**src/rtl/i2c_register_bridge_core_macros.svh**
```systemverilog
`ifndef I2C_REGISTER_BRIDGE_CORE_MACROS_SVH
`define I2C_REGISTER_BRIDGE_CORE_MACROS_SVH

// Same-cycle implication, checked outside reset.
`define I2CRB_ASSERT_NOW(label, clk, rst_n, ante, cons, msg) \
  label: assert property (@(posedge clk) disable iff (!(rst_n)) (ante) |-> (cons)) \
    else $error(msg);

// Next-cycle implication, checked outside reset.
`define I2CRB_ASSERT_NEXT(label, clk, rst_n, ante, cons, msg) \
  label: assert property (@(posedge clk) disable iff (!(rst_n)) (ante) |=> (cons)) \
    else $error(msg);

`endif

```
**src/rtl/i2crb_pkg.sv**
```systemverilog
package i2crb_pkg;

  // Reset value of the register presence map.
  localparam logic [63:0] MAP_RESET = 64'h003F_FFFF_3F77_7E7D;

  // Depth of the queue between front and back; must be a power of two.
  localparam int unsigned QUEUE_DEPTH = 2;
  localparam int unsigned QPTR_W      = (QUEUE_DEPTH > 1) ? $clog2(QUEUE_DEPTH) : 1;
  localparam int unsigned QCNT_W      = $clog2(QUEUE_DEPTH + 1);

  // Operation classes produced by the front part.
  typedef enum logic [2:0] {
    OP_WRITE_START,
    OP_WRITE_BYTE,
    OP_READ_START,
    OP_READ_MORE,
    OP_STOP,
    OP_TICK,
    OP_NOP
  } op_e;

  // One classified word as it travels through the queue.
  typedef struct packed {
    op_e        op;
    logic [7:0] data;
  } op_t;

  // Push side of the queue.
  typedef struct packed {
    logic valid;
    op_t  item;
  } push_t;

  // Queue status seen by both parts.
  typedef struct packed {
    logic full;
    logic empty;
  } q_stat_t;

endpackage

```
**src/rtl/i2crb_in_if.sv**
```systemverilog
interface i2crb_in_if;
  logic       valid;
  logic       ready;
  logic [2:0] cmd;
  logic [7:0] data_byte;

  modport source (output valid, output cmd, output data_byte, input ready);
  modport sink (input valid, input cmd, input data_byte, output ready);
endinterface

```
**src/rtl/i2crb_out_if.sv**
```systemverilog
interface i2crb_out_if;
  logic       valid;
  logic       ready;
  logic       ack;
  logic       has_data;
  logic [7:0] read_data;

  modport source (output valid, output ack, output has_data, output read_data, input ready);
  modport sink (input valid, input ack, input has_data, input read_data, output ready);
endinterface

```
**src/rtl/i2crb_fifo.sv**
```systemverilog
module i2crb_fifo (
  input  logic              clk_i,
  input  logic              rst_ni,
  input  i2crb_pkg::push_t  push_i,
  input  logic              pop_i,
  output i2crb_pkg::op_t    head_o,
  output i2crb_pkg::q_stat_t stat_o
);

  localparam int unsigned Depth = i2crb_pkg::QUEUE_DEPTH;
  localparam int unsigned PtrW  = i2crb_pkg::QPTR_W;
  localparam int unsigned CntW  = i2crb_pkg::QCNT_W;

  i2crb_pkg::op_t slot_q [Depth];
  logic [PtrW-1:0] wr_ptr_q, wr_ptr_d;
  logic [PtrW-1:0] rd_ptr_q, rd_ptr_d;
  logic [CntW-1:0] cnt_q, cnt_d;
  logic            do_push;
  logic            do_pop;

  // Status and gated handshakes.
  assign stat_o.full  = (cnt_q == CntW'(Depth));
  assign stat_o.empty = (cnt_q == '0);
  assign do_push      = push_i.valid && !stat_o.full;
  assign do_pop       = pop_i && !stat_o.empty;
  assign head_o       = slot_q[rd_ptr_q];

  // Pointers wrap naturally since the depth is a power of two.
  always_comb begin
    wr_ptr_d = do_push ? wr_ptr_q + PtrW'(1) : wr_ptr_q;
    rd_ptr_d = do_pop ? rd_ptr_q + PtrW'(1) : rd_ptr_q;
    cnt_d    = cnt_q;
    if (do_push && !do_pop) begin
      cnt_d = cnt_q + CntW'(1);
    end else if (do_pop && !do_push) begin
      cnt_d = cnt_q - CntW'(1);
    end
  end

  always_ff @(posedge clk_i or negedge rst_ni) begin
    if (!rst_ni) begin
      wr_ptr_q <= '0;
      rd_ptr_q <= '0;
      cnt_q    <= '0;
    end else begin
      wr_ptr_q <= wr_ptr_d;
      rd_ptr_q <= rd_ptr_d;
      cnt_q    <= cnt_d;
    end
  end

  // Queue storage needs no reset.
  always_ff @(posedge clk_i) begin
    if (do_push) begin
      slot_q[wr_ptr_q] <= push_i.item;
    end
  end

endmodule

```
**src/rtl/i2crb_front.sv**
```systemverilog
module i2crb_front (
  i2crb_in_if.sink            in_i,
  input  i2crb_pkg::q_stat_t  q_stat_i,
  output i2crb_pkg::push_t    q_push_o
);

  // Bus event codes on the input channel.
  localparam logic [2:0] EvWriteStart = 3'd0;
  localparam logic [2:0] EvWriteByte  = 3'd1;
  localparam logic [2:0] EvReadStart  = 3'd2;
  localparam logic [2:0] EvReadMore   = 3'd3;
  localparam logic [2:0] EvStop       = 3'd4;
  localparam logic [2:0] EvTick       = 3'd5;

  i2crb_pkg::op_e op;

  // Classify the bus event; undefined codes become no-operation words.
  always_comb begin
    unique case (in_i.cmd)
      EvWriteStart: op = i2crb_pkg::OP_WRITE_START;
      EvWriteByte:  op = i2crb_pkg::OP_WRITE_BYTE;
      EvReadStart:  op = i2crb_pkg::OP_READ_START;
      EvReadMore:   op = i2crb_pkg::OP_READ_MORE;
      EvStop:       op = i2crb_pkg::OP_STOP;
      EvTick:       op = i2crb_pkg::OP_TICK;
      default:      op = i2crb_pkg::OP_NOP;
    endcase
  end

  // A word is taken whenever the queue has room.
  assign in_i.ready          = !q_stat_i.full;
  assign q_push_o.valid      = in_i.valid && !q_stat_i.full;
  assign q_push_o.item.op    = op;
  assign q_push_o.item.data  = in_i.data_byte;

endmodule

```
**src/rtl/i2crb_back.sv**
```systemverilog
module i2crb_back #(
  parameter int unsigned NUM_REGS = 64
) (
  input  logic               clk_i,
  input  logic               rst_ni,
  input  logic               cfg_we_i,
  input  logic [63:0]        cfg_wdata_i,
  input  i2crb_pkg::op_t     head_i,
  input  i2crb_pkg::q_stat_t q_stat_i,
  output logic               pop_o,
  i2crb_out_if.source        out_o
);

  localparam int unsigned AddrW = (NUM_REGS > 1) ? $clog2(NUM_REGS) : 1;

  // Command byte codes.
  localparam logic [7:0] CbReadReg   = 8'd1;
  localparam logic [7:0] CbWriteReg  = 8'd2;
  localparam logic [7:0] CbLatchTmr  = 8'd3;
  localparam logic [7:0] CbLoadTmr   = 8'd4;
  localparam logic [7:0] CbClearTmr  = 8'd5;
  localparam logic [7:0] CbSoftReset = 8'd6;

  typedef enum logic [2:0] {
    PH_IDLE,
    PH_CMD,
    PH_RADDR,
    PH_WADDR,
    PH_WDATA,
    PH_TLO,
    PH_THI,
    PH_DONE
  } phase_e;

  phase_e          phase_q, phase_d;
  logic [63:0]     map_q, map_d;
  logic [15:0]     timer_q, timer_d;
  logic [7:0]      hold0_q, hold0_d;
  logic [7:0]      hold1_q, hold1_d;
  logic            hold0_mem_q, hold0_mem_d;
  logic [7:0]      paddr_q, paddr_d;
  logic [1:0]      rpos_q, rpos_d;
  logic [NUM_REGS-1:0] vld_q, vld_d;
  logic            rd_ok_q, rd_ok_d;
  logic            out_valid_q, out_valid_d;
  logic            ack_q, ack_d;
  logic            has_q, has_d;
  logic [7:0]      rdat_q, rdat_d;

  logic [7:0]      mem_q [NUM_REGS];
  logic [7:0]      mem_rdata_q;
  logic            mem_we;
  logic            mem_re;
  logic [7:0]      hold0_eff;
  i2crb_pkg::op_t  item;

  // Address is backed by a register when in range and present in the map.
  function automatic logic is_mapped(input logic [7:0] a, input logic [63:0] map);
    return ({1'b0, a} < 9'(NUM_REGS)) && (a[7:6] == 2'b00) && map[a[5:0]];
  endfunction

  // Take a word when the output register is free or being emptied.
  assign pop_o = !q_stat_i.empty && (!out_valid_q || out_o.ready);
  assign item  = head_i;

  // Holding byte 0 may still sit in the memory read register.
  assign hold0_eff = hold0_mem_q ? (rd_ok_q ? mem_rdata_q : 8'd0) : hold0_q;

  // Execute one word.
  always_comb begin
    phase_d     = phase_q;
    map_d       = cfg_we_i ? cfg_wdata_i : map_q;
    timer_d     = timer_q;
    hold0_d     = hold0_q;
    hold1_d     = hold1_q;
    hold0_mem_d = hold0_mem_q;
    paddr_d     = paddr_q;
    rpos_d      = rpos_q;
    vld_d       = vld_q;
    rd_ok_d     = rd_ok_q;
    out_valid_d = out_valid_q && !out_o.ready;
    ack_d       = ack_q;
    has_d       = has_q;
    rdat_d      = rdat_q;
    mem_we      = 1'b0;
    mem_re      = 1'b0;
    if (pop_o) begin
      out_valid_d = 1'b1;
      ack_d       = 1'b0;
      has_d       = 1'b0;
      rdat_d      = 8'd0;
      unique case (item.op)
        i2crb_pkg::OP_WRITE_START: begin
          phase_d = PH_CMD;
          rpos_d  = 2'd0;
        end
        i2crb_pkg::OP_WRITE_BYTE: begin
          unique case (phase_q)
            PH_CMD: begin
              ack_d = 1'b1;
              unique case (item.data)
                CbReadReg:  phase_d = PH_RADDR;
                CbWriteReg: phase_d = PH_WADDR;
                CbLatchTmr: begin
                  hold0_d     = timer_q[7:0];
                  hold1_d     = timer_q[15:8];
                  hold0_mem_d = 1'b0;
                  phase_d     = PH_DONE;
                end
                CbLoadTmr:  phase_d = PH_TLO;
                CbClearTmr: begin
                  timer_d = 16'd0;
                  phase_d = PH_DONE;
                end
                CbSoftReset: begin
                  vld_d       = '0;
                  timer_d     = 16'd0;
                  hold0_d     = 8'd0;
                  hold1_d     = 8'd0;
                  hold0_mem_d = 1'b0;
                  phase_d     = PH_IDLE;
                  paddr_d     = 8'd0;
                  rpos_d      = 2'd0;
                end
                default: begin
                  ack_d   = 1'b0;
                  phase_d = PH_DONE;
                end
              endcase
            end
            PH_RADDR: begin
              mem_re      = 1'b1;
              rd_ok_d     = is_mapped(item.data, map_q) && vld_q[item.data[AddrW-1:0]];
              hold0_mem_d = 1'b1;
              phase_d     = PH_DONE;
              ack_d       = 1'b1;
            end
            PH_WADDR: begin
              paddr_d = item.data;
              phase_d = PH_WDATA;
              ack_d   = 1'b1;
            end
            PH_WDATA: begin
              if (is_mapped(paddr_q, map_q)) begin
                mem_we                      = 1'b1;
                vld_d[paddr_q[AddrW-1:0]]   = 1'b1;
              end
              phase_d = PH_DONE;
              ack_d   = 1'b1;
            end
            PH_TLO: begin
              hold0_d     = item.data;
              hold0_mem_d = 1'b0;
              phase_d     = PH_THI;
              ack_d       = 1'b1;
            end
            PH_THI: begin
              hold1_d = item.data;
              timer_d = {item.data, hold0_eff};
              phase_d = PH_DONE;
              ack_d   = 1'b1;
            end
            default: begin
              ack_d = 1'b0;
            end
          endcase
        end
        i2crb_pkg::OP_READ_START: begin
          phase_d = PH_IDLE;
          has_d   = 1'b1;
          rdat_d  = hold0_eff;
          rpos_d  = 2'd1;
        end
        i2crb_pkg::OP_READ_MORE: begin
          if (rpos_q == 2'd1) begin
            has_d  = 1'b1;
            rdat_d = hold1_q;
            rpos_d = 2'd2;
          end
        end
        i2crb_pkg::OP_STOP: begin
          phase_d = PH_IDLE;
          rpos_d  = 2'd0;
        end
        i2crb_pkg::OP_TICK: begin
          timer_d = timer_q + 16'd1;
        end
        default: begin
        end
      endcase
    end
  end

  // State and registered outputs.
  always_ff @(posedge clk_i or negedge rst_ni) begin
    if (!rst_ni) begin
      phase_q     <= PH_IDLE;
      map_q       <= i2crb_pkg::MAP_RESET;
      timer_q     <= 16'd0;
      hold0_q     <= 8'd0;
      hold1_q     <= 8'd0;
      hold0_mem_q <= 1'b0;
      paddr_q     <= 8'd0;
      rpos_q      <= 2'd0;
      vld_q       <= '0;
      rd_ok_q     <= 1'b0;
      out_valid_q <= 1'b0;
      ack_q       <= 1'b0;
      has_q       <= 1'b0;
      rdat_q      <= 8'd0;
    end else begin
      phase_q     <= phase_d;
      map_q       <= map_d;
      timer_q     <= timer_d;
      hold0_q     <= hold0_d;
      hold1_q     <= hold1_d;
      hold0_mem_q <= hold0_mem_d;
      paddr_q     <= paddr_d;
      rpos_q      <= rpos_d;
      vld_q       <= vld_d;
      rd_ok_q     <= rd_ok_d;
      out_valid_q <= out_valid_d;
      ack_q       <= ack_d;
      has_q       <= has_d;
      rdat_q      <= rdat_d;
    end
  end

  // Register file with one write port and a registered read port.
  always_ff @(posedge clk_i) begin
    if (mem_we) begin
      mem_q[paddr_q[AddrW-1:0]] <= item.data;
    end
    if (mem_re) begin
      mem_rdata_q <= mem_q[item.data[AddrW-1:0]];
    end
  end

  assign out_o.valid     = out_valid_q;
  assign out_o.ack       = ack_q;
  assign out_o.has_data  = has_q;
  assign out_o.read_data = rdat_q;

endmodule

```
**src/rtl/i2c_register_bridge_core.sv**
```systemverilog
// An accepted word passes through the queue and then the output register before it is presented as a result.
// Throughput: one word per cycle while the receiver takes results, set by the execute step in the back part.
// A two-entry queue lets input words be taken while a result waits at the output.
// Reset: asynchronous, active low; all state clears at once, the register file through
// per-entry valid bits, so no clearing pass is needed. Soft reset keeps the presence map.
`include "i2c_register_bridge_core_macros.svh"

module i2c_register_bridge_core #(
  parameter int unsigned NUM_REGS = 64
) (
  input  logic        clk_i,
  input  logic        rst_ni,
  input  logic        cfg_we_i,
  input  logic [63:0] cfg_wdata_i,
  i2crb_in_if.sink    in_i,
  i2crb_out_if.source out_o
);

  i2crb_pkg::push_t   q_push;
  i2crb_pkg::q_stat_t q_stat;
  i2crb_pkg::op_t     q_head;
  logic               q_pop;
  logic               q_drain;

  // Front part: accept and classify bus words.
  i2crb_front u_front (
    .in_i     (in_i),
    .q_stat_i (q_stat),
    .q_push_o (q_push)
  );

  // Queue between the two parts.
  i2crb_fifo u_fifo (
    .clk_i  (clk_i),
    .rst_ni (rst_ni),
    .push_i (q_push),
    .pop_i  (q_pop),
    .head_o (q_head),
    .stat_o (q_stat)
  );

  // Back part: execute commands and drive results.
  i2crb_back #(
    .NUM_REGS (NUM_REGS)
  ) u_back (
    .clk_i       (clk_i),
    .rst_ni      (rst_ni),
    .cfg_we_i    (cfg_we_i),
    .cfg_wdata_i (cfg_wdata_i),
    .head_i      (q_head),
    .q_stat_i    (q_stat),
    .pop_o       (q_pop),
    .out_o       (out_o)
  );

  // A queued word meets a free output slot.
  assign q_drain = !q_stat.empty && (!out_o.valid || out_o.ready);

  // The back part never takes from an empty queue.
  `I2CRB_ASSERT_NOW(a_pop_not_empty, clk_i, rst_ni, q_pop, !q_stat.empty, "pop from empty queue")

  // A queued word with a free output slot shows up as a result next cycle.
  `I2CRB_ASSERT_NEXT(a_queue_drains, clk_i, rst_ni, q_drain, out_o.valid, "queued word stuck")

  // A result never both acknowledges a byte and carries read data.
  `I2CRB_ASSERT_NOW(a_ack_xor_data, clk_i, rst_ni, out_o.ack, !out_o.has_data, "ack with data")

endmodule

```
**src/flat_wrapper.sv**
```systemverilog
// flat-port wrapper written by rule: the top's interface ports become plain ports
module i2c_register_bridge_core_flat 
#(
  parameter int unsigned NUM_REGS = 64
)
  (clk_i, rst_ni, cfg_we_i, cfg_wdata_i, in_i_valid, in_i_cmd, in_i_data_byte, in_i_ready, out_o_valid, out_o_ack, out_o_has_data, out_o_read_data, out_o_ready);
  i2crb_in_if in_i_i ();
  i2crb_out_if out_o_i ();
  input  logic clk_i;
  input  logic rst_ni;
  input  logic cfg_we_i;
  input  logic [63:0] cfg_wdata_i;
  input wire logic [$bits(in_i_i.valid)-1:0] in_i_valid;
  input wire logic [$bits(in_i_i.cmd)-1:0] in_i_cmd;
  input wire logic [$bits(in_i_i.data_byte)-1:0] in_i_data_byte;
  output wire logic [$bits(in_i_i.ready)-1:0] in_i_ready;
  output wire logic [$bits(out_o_i.valid)-1:0] out_o_valid;
  output wire logic [$bits(out_o_i.ack)-1:0] out_o_ack;
  output wire logic [$bits(out_o_i.has_data)-1:0] out_o_has_data;
  output wire logic [$bits(out_o_i.read_data)-1:0] out_o_read_data;
  input wire logic [$bits(out_o_i.ready)-1:0] out_o_ready;
  assign in_i_i.valid = in_i_valid;
  assign in_i_i.cmd = in_i_cmd;
  assign in_i_i.data_byte = in_i_data_byte;
  assign in_i_ready = in_i_i.ready;
  assign out_o_valid = out_o_i.valid;
  assign out_o_ack = out_o_i.ack;
  assign out_o_has_data = out_o_i.has_data;
  assign out_o_read_data = out_o_i.read_data;
  assign out_o_i.ready = out_o_ready;
  i2c_register_bridge_core #(.NUM_REGS(NUM_REGS)) u_core (.clk_i(clk_i), .rst_ni(rst_ni), .cfg_we_i(cfg_we_i), .cfg_wdata_i(cfg_wdata_i), .in_i(in_i_i), .out_o(out_o_i));
endmodule
```
**config.mk**
```make
export PLATFORM = sky130hd
export DESIGN_NAME = i2c_register_bridge_core_flat
export DESIGN_NICKNAME = d
export VERILOG_FILES = /design/src/rtl/i2crb_pkg.sv /design/src/rtl/i2crb_in_if.sv /design/src/rtl/i2crb_out_if.sv /design/src/rtl/i2crb_fifo.sv /design/src/rtl/i2crb_front.sv /design/src/rtl/i2crb_back.sv /design/src/rtl/i2c_register_bridge_core.sv /design/src/flat_wrapper.sv
export VERILOG_INCLUDE_DIRS = /design/src /design/src/rtl
export SDC_FILE = /design/constraint.sdc
export NUM_CORES = 1
export LEC_CHECK = 0
export BUFFER_PORTS_ARGS = -buffer_cell sky130_fd_sc_hd__buf_2
export CELL_PAD_IN_SITES_DETAIL_PLACEMENT = 1
export CELL_PAD_IN_SITES_GLOBAL_PLACEMENT = 1
export CORE_ASPECT_RATIO = 2
export CORE_MARGIN = 2
export CORE_UTILIZATION = 51
export CTS_CLUSTER_SIZE = 28
export DETAILED_ROUTE_END_ITERATION = 10
export GPL_TIMING_DRIVEN = 0
export PLACE_DENSITY_LB_ADDON = 0.2
export SLEW_MARGIN = 20
export SYNTH_ARGS = -nofsm -noshare
export SYNTH_HDL_FRONTEND = slang
export SYNTH_SLANG_ARGS = --single-unit
```
**constraint.sdc**
```tcl
create_clock -name clk_i -period 5 [get_ports clk_i]
set_clock_uncertainty 0.2 [all_clocks]
set_input_delay 1 -clock clk_i [delete_from_list [all_inputs] [get_ports clk_i]]
set_output_delay 1 -clock clk_i [all_outputs]
set_load 0.02 [all_outputs]
```
==> summary.md, run 1 <==
| Metric | Value |
|---|---|
| Status | finished, violations left |
| Failing checks | setup timing |
| Site row count | 128 |
| Fill cells | 6,057 |
| CP Data Arrival Time | 5250 ps |
| CTS Sinks | 732 |
| RSZ-0062 raised after global routing | no |
| # nets final | 2,832 |
| Syn Area/Cell | 12.46 µm² |
| Port bufs | 90 |
| Final Critical Period | 5135 ps |
| Crit-path cells | buf_4 > mux2i_4 > clkbuf_2 > clkbuf_1 > clkbuf_1 > a21oi_1 > o221ai_1 > o21ai_0 > mux2i_1 > o2bb2ai_1 |
| Vias in the first global route | 26,060 |
| Register area share after synthesis | 67.38% |
| EDFF count, synth | 542 |
| Synth Register Bits | 732 |
| Overflow after GRT | 0 |
| Global-route total usage across every layer | 43.65% |
| Worst reg2reg setup slack | -140 ps |
| CTS Root Cell | clkbuf_16 |
| Max_cap viols | 0 |
| RR Endpoint | u_core.u_back.mem_rdata_q[1] |
| Cell repeated most along the worst path | clkbuf_1 |
| Final Hold Vio Count | 0 |
| Final worst-path cycle share | 102.7% |
| Syn nets | 2,594 |
| IO Pins | 92 |
| Critical path capture point type | flop |
| Final Core Density | 59.62% |
| Crit path launch type | flop |
| Fin cells | 3,587 |
| CP Buf/Inv Count | 4 |
| Area Overhead vs Synth | 15.93% |
| Placed insts | 3,461 |
| Drt drc | 0 |
| Fin area | 36,280 µm² |
| Count of different cell masters after synthesis | 73 |
| RePlAce Congestion | 1.034 |
| Detailed Route Iter0 Violations | 3,085 |
| Drt pass-1 iters | 6 |
| Die H | 354.3 µm |
| Initial antenna violation count | 6 |
| # setup viols final | 4 |
| Crit path largest cell delay | 740 ps |
| P_leak | 13.19 nW |
| Starting density of the core | 51.43% |
| Reg2Reg Depth | 10 |
| Cell with the largest stage delay on the worst path | clkbuf_1 |
| Critical R2R Launch | u_core.u_fifo.rd_ptr_q |
| Fmax achieved | 0.1947 GHz |
| First-pass GRT wire length | 189,500 µm |
| Primary FF master, synth | edfxtp_1 |
| Die width | 179.2 µm |
| Cell family with most CP delay | buffers and inverters |
| Post-route ant nets | 0 |
| Maximum fanout along the worst path | 10 |
| Post-Syn Area | 31,300 µm² |
| Slew Limit Fails | 0 |
| Core area | 60,860 µm² |
| Placed Area | 33,980 µm² |
| Routed WL per cell | 37.89 µm |
| DR vias | 24,890 |
| Critical Path RT | 5110 ps |
| Post-DP HPWL | 96,510 µm |
| Fin worst setup slack | -135.1 ps |
| Peak VDD IR | 0.0003639 V |
| PD cells | 574.7 nW/µm² |
| CTS buffer count | 67 |
| Post-synthesis async set-or-reset flop share | 25.96% |
| Worst skew pair latency | 650 ps |
| Synth warnings | 0 |
| Largest net degree at the start of global routing | 88 |
| Die area | 63,490 µm² |
| Max-slew headroom | 11.79% |
| Clock Tree Buf Depth | 3 |
| Tightest Pin Transition | 1323 ps |
| Clk slew on worst S/H paths | 70 ps |
| Synth Instances | 2,512 |
| Final wirelength | 135,900 µm |
| Share of cells above drive strength 1 | 20.49% |
| Pre-CTS WS | -939.9 ps |
| Setup CP Type | flop to flop |
| Cts hold-fix bufs | 0 |
| Hold WC Path Type | primary input to async pin |
| Final setup TNS | -289.1 ps |
| H-tree levels | 3 |
| Vias/cell | 6.939 |
| CTS tree | done |
## report_power, final
part | leakage, nW | switching (mW) | internal [mW]
logic | 4.84 | 6.09 | 1.86
registers | 7.28 | 0.238 | 7.38
clock network | 1.06 | 2.36 | 2.93
## cells by family (layout without fill, tap and decap cells)
group | Yosys count | count (layout) | synth area share [%]
AND/OR/NAND/NOR | 1001 | 1001 | 14.68
flip-flops | 732 | 732 | 67.38
AO/OA/AOI/OAI | 443 | 443 | 10.08
buffers and inverters | 199 | 488 | 2.610
multiplexers | 130 | 130 | 5.029
XOR/XNOR | 5 | 5 | 0.1399
adder cells (fa/ha/maj) | 2 | 2 | 0.07994
other | 0 | 6 | 0
## cell usage after synthesis (all sizes together) (4+ instances only)
library cell | instances | area, µm²
edfxtp | 542 | 16280
nand2 | 511 | 1918
nand3 | 175 | 880.9
dfrtp | 144 | 3603
clkbuf | 108 | 405.4
nor3 | 82 | 415.4
a21oi | 78 | 390.4
and3 | 72 | 450.4
buf | 71 | 336.6
nor2 | 66 | 247.7
o21ai | 65 | 325.3
mux2 | 62 | 698.2
a22o | 60 | 525.5
mux2i | 53 | 538.0
a311oi | 52 | 455.4
a31oi | 52 | 325.3
dfstp | 46 | 1209
nor4 | 28 | 212.7
o21a | 23 | 172.7
inv | 20 | 75.07
a22oi | 18 | 135.1
mux4 | 15 | 337.8
a221o | 13 | 130.1
nand2b | 13 | 81.33
a221oi | 12 | 105.1
nand4 | 9 | 56.30
nor2b | 9 | 56.30
o22ai | 9 | 56.30
o31ai | 8 | 73.82
a32o | 7 | 70.07
and2 | 7 | 43.79
nor3b | 7 | 52.55
o211ai | 7 | 52.55
o32ai | 7 | 61.31
or3 | 5 | 31.28
a211oi | 4 | 30.03
a32oi | 4 | 35.03
nor4b | 4 | 50.05
or2 | 4 | 25.03
## layout by cell type, fill, tap and decap left out, types with 46 or more instances in the layout
cell type	Yosys	routed
edfxtp_1	542	542
nand2_1	511	511
nand3_1	174	173
dfrtp_1	144	144
buf_2	35	126
clkbuf_1	108	82
a21oi_1	78	78
buf_4	7	72
and3_1	72	72
clkbuf_16	0	69
nor3_2	1	66
nor2_1	66	65
o21ai_0	65	65
mux2_2	62	62
a22o_1	60	60
a311oi_1	52	52
a31oi_1	52	52
mux2i_1	51	48
dfstp_2	46	46
## worst max-delay path by stage
| stage | startpoint | to | slack (ps) | cells past startpoint |
|---|---|---|---|---|
| 4_1_cts | u_core.u_fifo.rd_ptr_q | u_core.u_back.mem_rdata_q[5] | 2 | 12 |
| 3_5_place_dp | u_core.u_fifo.rd_ptr_q | u_core.u_back.mem_rdata_q[5] | -940 | 12 |
| 6_report | u_core.u_fifo.rd_ptr_q | u_core.u_back.mem_rdata_q[1] | -140 | 10 |
| 3_3_place_gp | u_core.u_fifo.rd_ptr_q | u_core.u_back.mem_rdata_q[4] | -2700 | 11 |
| 2_1_floorplan | u_core.u_fifo.rd_ptr_q | u_core.u_back.mem_rdata_q[1] | 1290 | 10 |
| 5_1_grt | u_core.u_fifo.rd_ptr_q | u_core.u_back.mem_rdata_q[7] | 50 | 12 |
## through the flow
| stage | total power, mW | hold WS (ps) |
|---|---|---|
| 2_1_floorplan | 11.26 | 256.5 |
| 3_3_place_gp | 14.74 | 264.6 |
| 3_5_place_dp | 15.17 | 276.6 |
| 4_1_cts | 20.41 | 3.184 |
| 5_1_grt | 21.14 | 24.52 |
| 6_report | 20.85 | 11.83 |
## repair_timing
item	4_1_cts	5_1_grt
setup endpoints to repair	77	132
hold endpoints to repair	0	0
pin swaps	0	1
buffers inserted	0	4
gates resized for setup	41	22
## sequential cells by signal (all words and copies together), names as in the netlist
| signal | count |
|---|---|
| u_core.u_fifo.cnt_q | 2 |
| u_core.u_back.out_o.ack | 1 |
| u_core.u_back.out_o.has_data | 1 |
| u_core.u_back.mem_rdata_q | 8 |
| u_core.u_back.timer_q | 16 |
| u_core.u_back.rpos_q | 2 |
| u_core.u_fifo.wr_ptr_q | 1 |
| u_core.u_back.hold1_q | 8 |
| u_core.u_back.paddr_q | 8 |
| u_core.u_fifo.slot_q | 22 |
| u_core.u_back.phase_q | 3 |
| u_core.u_back.out_o.valid | 1 |
| u_core.u_back.hold0_q | 8 |
| u_core.u_back.vld_q | 64 |
| u_core.u_back.out_o.read_data | 8 |
| u_core.u_back.map_q | 64 |
| u_core.u_back.rd_ok_q | 1 |
| u_core.u_back.hold0_mem_q | 1 |
| u_core.u_back.mem_q | 512 |
| u_core.u_fifo.rd_ptr_q | 1 |
## layout make-up
| cell class | count | area (µm²) | area share [%] |
|---|---|---|---|
| multi-input cells | 1581 | 9858 | 27.17 |
| diodes | 6 | 15.01 | 0.04138 |
| inverters | 20 | 77.57 | 0.2138 |
| repair buffers | 173 | 1290 | 3.555 |
| flip-flops and latches | 732 | 21090 | 58.12 |
| clock buffers | 87 | 1815 | 5.004 |
| well taps | 780 | 975.9 | 2.690 |
| clock inverters | 33 | 335.3 | 0.9242 |
| plain buffers | 175 | 828.3 | 2.283 |
## per-layer routing
layer  GRT usage [%]  vias to the layer above  part of all wire [%]
met3           9.308                      669                   8.9
met4           43.29                        2                    12
met5               0                        -                0.0096
met1           47.96                    12540                    32
li1                -                     9916                     -
met2           68.23                     1765                    47
## worst register-to-register path, delay by kind of cell, from the launching register on
family | cells | cell delay (ps)
AO/OA/AOI/OAI | 4 | 880
buffers and inverters | 4 | 2160
flip-flops | 1 | 410
multiplexers | 2 | 1170
Note: power is estimated with default switching activity, not from simulation.
==> inputs of run 2 (changes only) <==
--- a/config.mk
+++ b/config.mk
@@ -9,7 +9,6 @@
 export BUFFER_PORTS_ARGS = -buffer_cell sky130_fd_sc_hd__buf_2
 export CELL_PAD_IN_SITES_DETAIL_PLACEMENT = 1
 export CELL_PAD_IN_SITES_GLOBAL_PLACEMENT = 1
-export CORE_ASPECT_RATIO = 2
 export CORE_MARGIN = 2
 export CORE_UTILIZATION = 51
 export CTS_CLUSTER_SIZE = 28
==> run 2 against run 1 <==
  * The run still ends with setup timing left
  * Clock power rose by 11%
  * Flip-flop and latch count did not move
  * Total power increased by 2.2%
  * Sequential share of layout area down 0.42 points
  * Routed wire length down 4.3%
  * Sequential power is essentially flat
  * Global-route usage decreased by 2.1 points
  * Critical path depth stayed put
  * Worst setup slack worse by 68 ps
  * Clock-buffer cell count increased by 9
  * Critical path type unchanged
  * Critical endpoint is now u_core.u_back.mem_rdata_q[6]
  * Highest routed layer unchanged
==> summary.md, run 2 (synthesis gave the netlist of run 1 again) <==
| Metric | Value |
|---|---|
| Status | finished, violations left (unchanged) |
| Failing checks | setup timing (unchanged) |
| Worst skew pair latency | 650 ps (about the same) |
| RR Endpoint | u_core.u_back.mem_rdata_q[6] (was u_core.u_back.mem_rdata_q[1]) |
| Final Critical Period | 5203 ps (was 5135 ps) |
| Tot Pwr | 21.32 mW (was 20.85 mW) |
| Max_cap viols | 0 (unchanged) |
| Critical path capture point type | flop (unchanged) |
| Reg2Reg Depth | 10 (unchanged) |
| CTS buffer count | 78 (was 67) |
| CTS Root Cell | clkbuf_16 (unchanged) |
| Die area | 63,370 µm² (was 63,490 µm²) |
| Final worst-path cycle share | 104.1% (was 102.7%) |
| Vias in the first global route | 25,780 (was 26,060) |
| Placed Area | 33,890 µm² (was 33,980 µm²) |
| Largest net degree at the start of global routing | 85 (was 88) |
| Peak VDD IR | 0.0003866 V (was 0.0003639 V) |
| Critical Path RT | 5270 ps (was 5110 ps) |
| Setup CP Type | flop to flop (unchanged) |
| Critical R2R Launch | u_core.u_fifo.rd_ptr_q (unchanged) |
| Drt drc | 0 (unchanged) |
| Clock Tree Buf Depth | 3 (unchanged) |
| Met1 GRT Util | 53.21% (was 47.96%) |
| CTS tree | done (unchanged) |
| Clk slew on worst S/H paths | 60 ps (was 70 ps) |
| Final wirelength | 130,000 µm (was 135,900 µm) |
| Global routing's busiest layer | met2 (unchanged) |
| M2 GR Usage | 61.66% (was 68.23%) |
| # nets final | 2,829 (was 2,832) |
| DR vias | 25,160 (was 24,890) |
| Drt pass-1 iters | 5 (was 6) |
| Register area | 21,090 µm² (unchanged) |
| Detailed Route Iter0 Violations | 3,674 (was 3,085) |
| # setup viols final | 60 (was 4) |
| Routed WL per cell | 36.20 µm (was 37.89 µm) |
| Area Overhead vs Synth | 16.76% (was 15.93%) |
| Most common cell after layout, fill and taps aside | edfxtp_1 (unchanged) |
| CP Data Arrival Time | 5470 ps (was 5250 ps) |
| Commonest cells after routing, fill and taps aside | 542 x edfxtp_1, 511 x nand2_1, 174 x nand3_1, 144 x dfrtp_1, 125 x buf_2 (was 542 x edfxtp_1, 511 x nand2_1, 173 x nand3_1, 144 x dfrtp_1, 126 x buf_2) |
| Vias/cell | 7.004 (was 6.939) |
| GR met3 Demand/Resource | 12.55% (was 9.308%) |
| Hold WC Path Type | primary input to async pin (unchanged) |
| IO Pins | 92 (unchanged) |
| Fill cells | 5,991 (was 6,057) |
| Fin worst setup slack | -203.1 ps (was -135.1 ps) |
| CTS Sinks | 732 (unchanged) |
| Site row count | 90 (was 128) |
| Fmax achieved | 0.1922 GHz (was 0.1947 GHz) |
| Global-route total usage across every layer | 41.52% (was 43.65%) |
| Tightest Pin Transition | 1249 ps (was 1323 ps) |
| Slew Limit Fails | 0 (unchanged) |
| Crit path launch type | flop (unchanged) |
| First-pass GRT wire length | 185,700 µm (was 189,500 µm) |
| Max reg flops | 512 (unchanged) |
| Die width | 251.7 µm (was 179.2 µm) |
| Post-route ant nets | 0 (unchanged) |
| Max-slew headroom | 16.73% (was 11.79%) |
| Fin area | 36,550 µm² (was 36,280 µm²) |
| Pre-CTS WS | -829.4 ps (was -939.9 ps) |
| Post-DP HPWL | 87,990 µm (was 96,510 µm) |
| Initial antenna violation count | 3 (was 6) |
| Die H | 251.7 µm (was 354.3 µm) |
| Share of cells above drive strength 1 | 20.31% (was 20.49%) |
| Final Hold Vio Count | 0 (unchanged) |
| Maximum fanout along the worst path | 10 (unchanged) |
| RePlAce Congestion | 1.002 (was 1.034) |
| Starting density of the core | 51.76% (was 51.43%) |
| Overflow after GRT | 0 (unchanged) |
| Crit. Startpoint | u_core.u_fifo.rd_ptr_q (unchanged) |
| Core area | 60,470 µm² (was 60,860 µm²) |
| P_leak | 13.28 nW (was 13.19 nW) |
| H-tree levels | 3 (unchanged) |
| Worst reg2reg setup slack | -200 ps (was -140 ps) |
| PD cells | 583.4 nW/µm² (was 574.7 nW/µm²) |
| Port bufs | 90 (unchanged) |
| Multi-input logic area | 9844 µm² (was 9858 µm²) |
[run 2: how the worst max path moves through the flow]
stage	end	slack [ps]	cells after the start
after floorplan	u_core.u_back.mem_rdata_q[1]	1290	10
after global placement	u_core.u_back.mem_rdata_q[4]	-2100	11
after detailed placement	u_core.u_back.mem_rdata_q[5]	-830	9
after CTS	u_core.u_back.mem_rdata_q[7]	10	13
after global routing	u_core.u_back.mem_rdata_q[5]	-7	12
final	u_core.u_back.mem_rdata_q[6]	-200	10
[run 2: where the power goes]
part / switching [mW] / leakage, nW / internal [mW]
registers: 0.234 / 7.28 / 7.38
logic: 5.99 / 4.76 / 1.84
clock network: 2.50 / 1.24 / 3.38
[run 2: what timing repair did]
action / 4_1_cts / 5_1_grt
setup endpoints to repair: 21 / 7
buffers inserted: 0 / 1
hold endpoints to repair: 0 / 0
hold buffers: 0 / 0
gates resized for setup: 31 / 27
[run 2: critical path, stage by stage (launching register included)]
cell and delay (ps):
dfrtp_1 400, buf_4 230, mux2i_2 610, buf_2 450, buf_1 870, buf_1 920, nand2_1 140, a311oi_1 290
nor3_1 80, nor3_1 560, a211o_1 270
[run 2: metal layers]
metal  vias to the layer above  part of all wire (%)
met1                     12780                    36
met5                         -                0.0054
li1                       9928                     -
met4                         2                   7.4
met3                       485                    13
met2                      1961                    44
[run 2: cell type report]
cell class	instances	area share [%]
Timing Repair Buffer	159	3.300
Clock buffer	96	5.810
Clock inverter	44	1.106
Sequential cell	732	57.70
Antenna cell	3	0.02054
Inverter	20	0.2123
Multi-Input combinational cell	1581	26.94
Buffer	175	2.232
Tap cell	782	2.677
[run 2: metrics by stage]
step	util [%]	setup TNS [ps]	cells	hold slack, ps
6_report	60.43	-1027	3592	34.46
5_1_grt	60.42	-6.994	3589	49.18
4_1_cts	60.34	0	3590	33.52
3_5_place_dp	56.04	-4657	3452	268.5
3_3_place_gp	54.12	-433110	3384	258.2
2_1_floorplan	-	0	2512	256.5
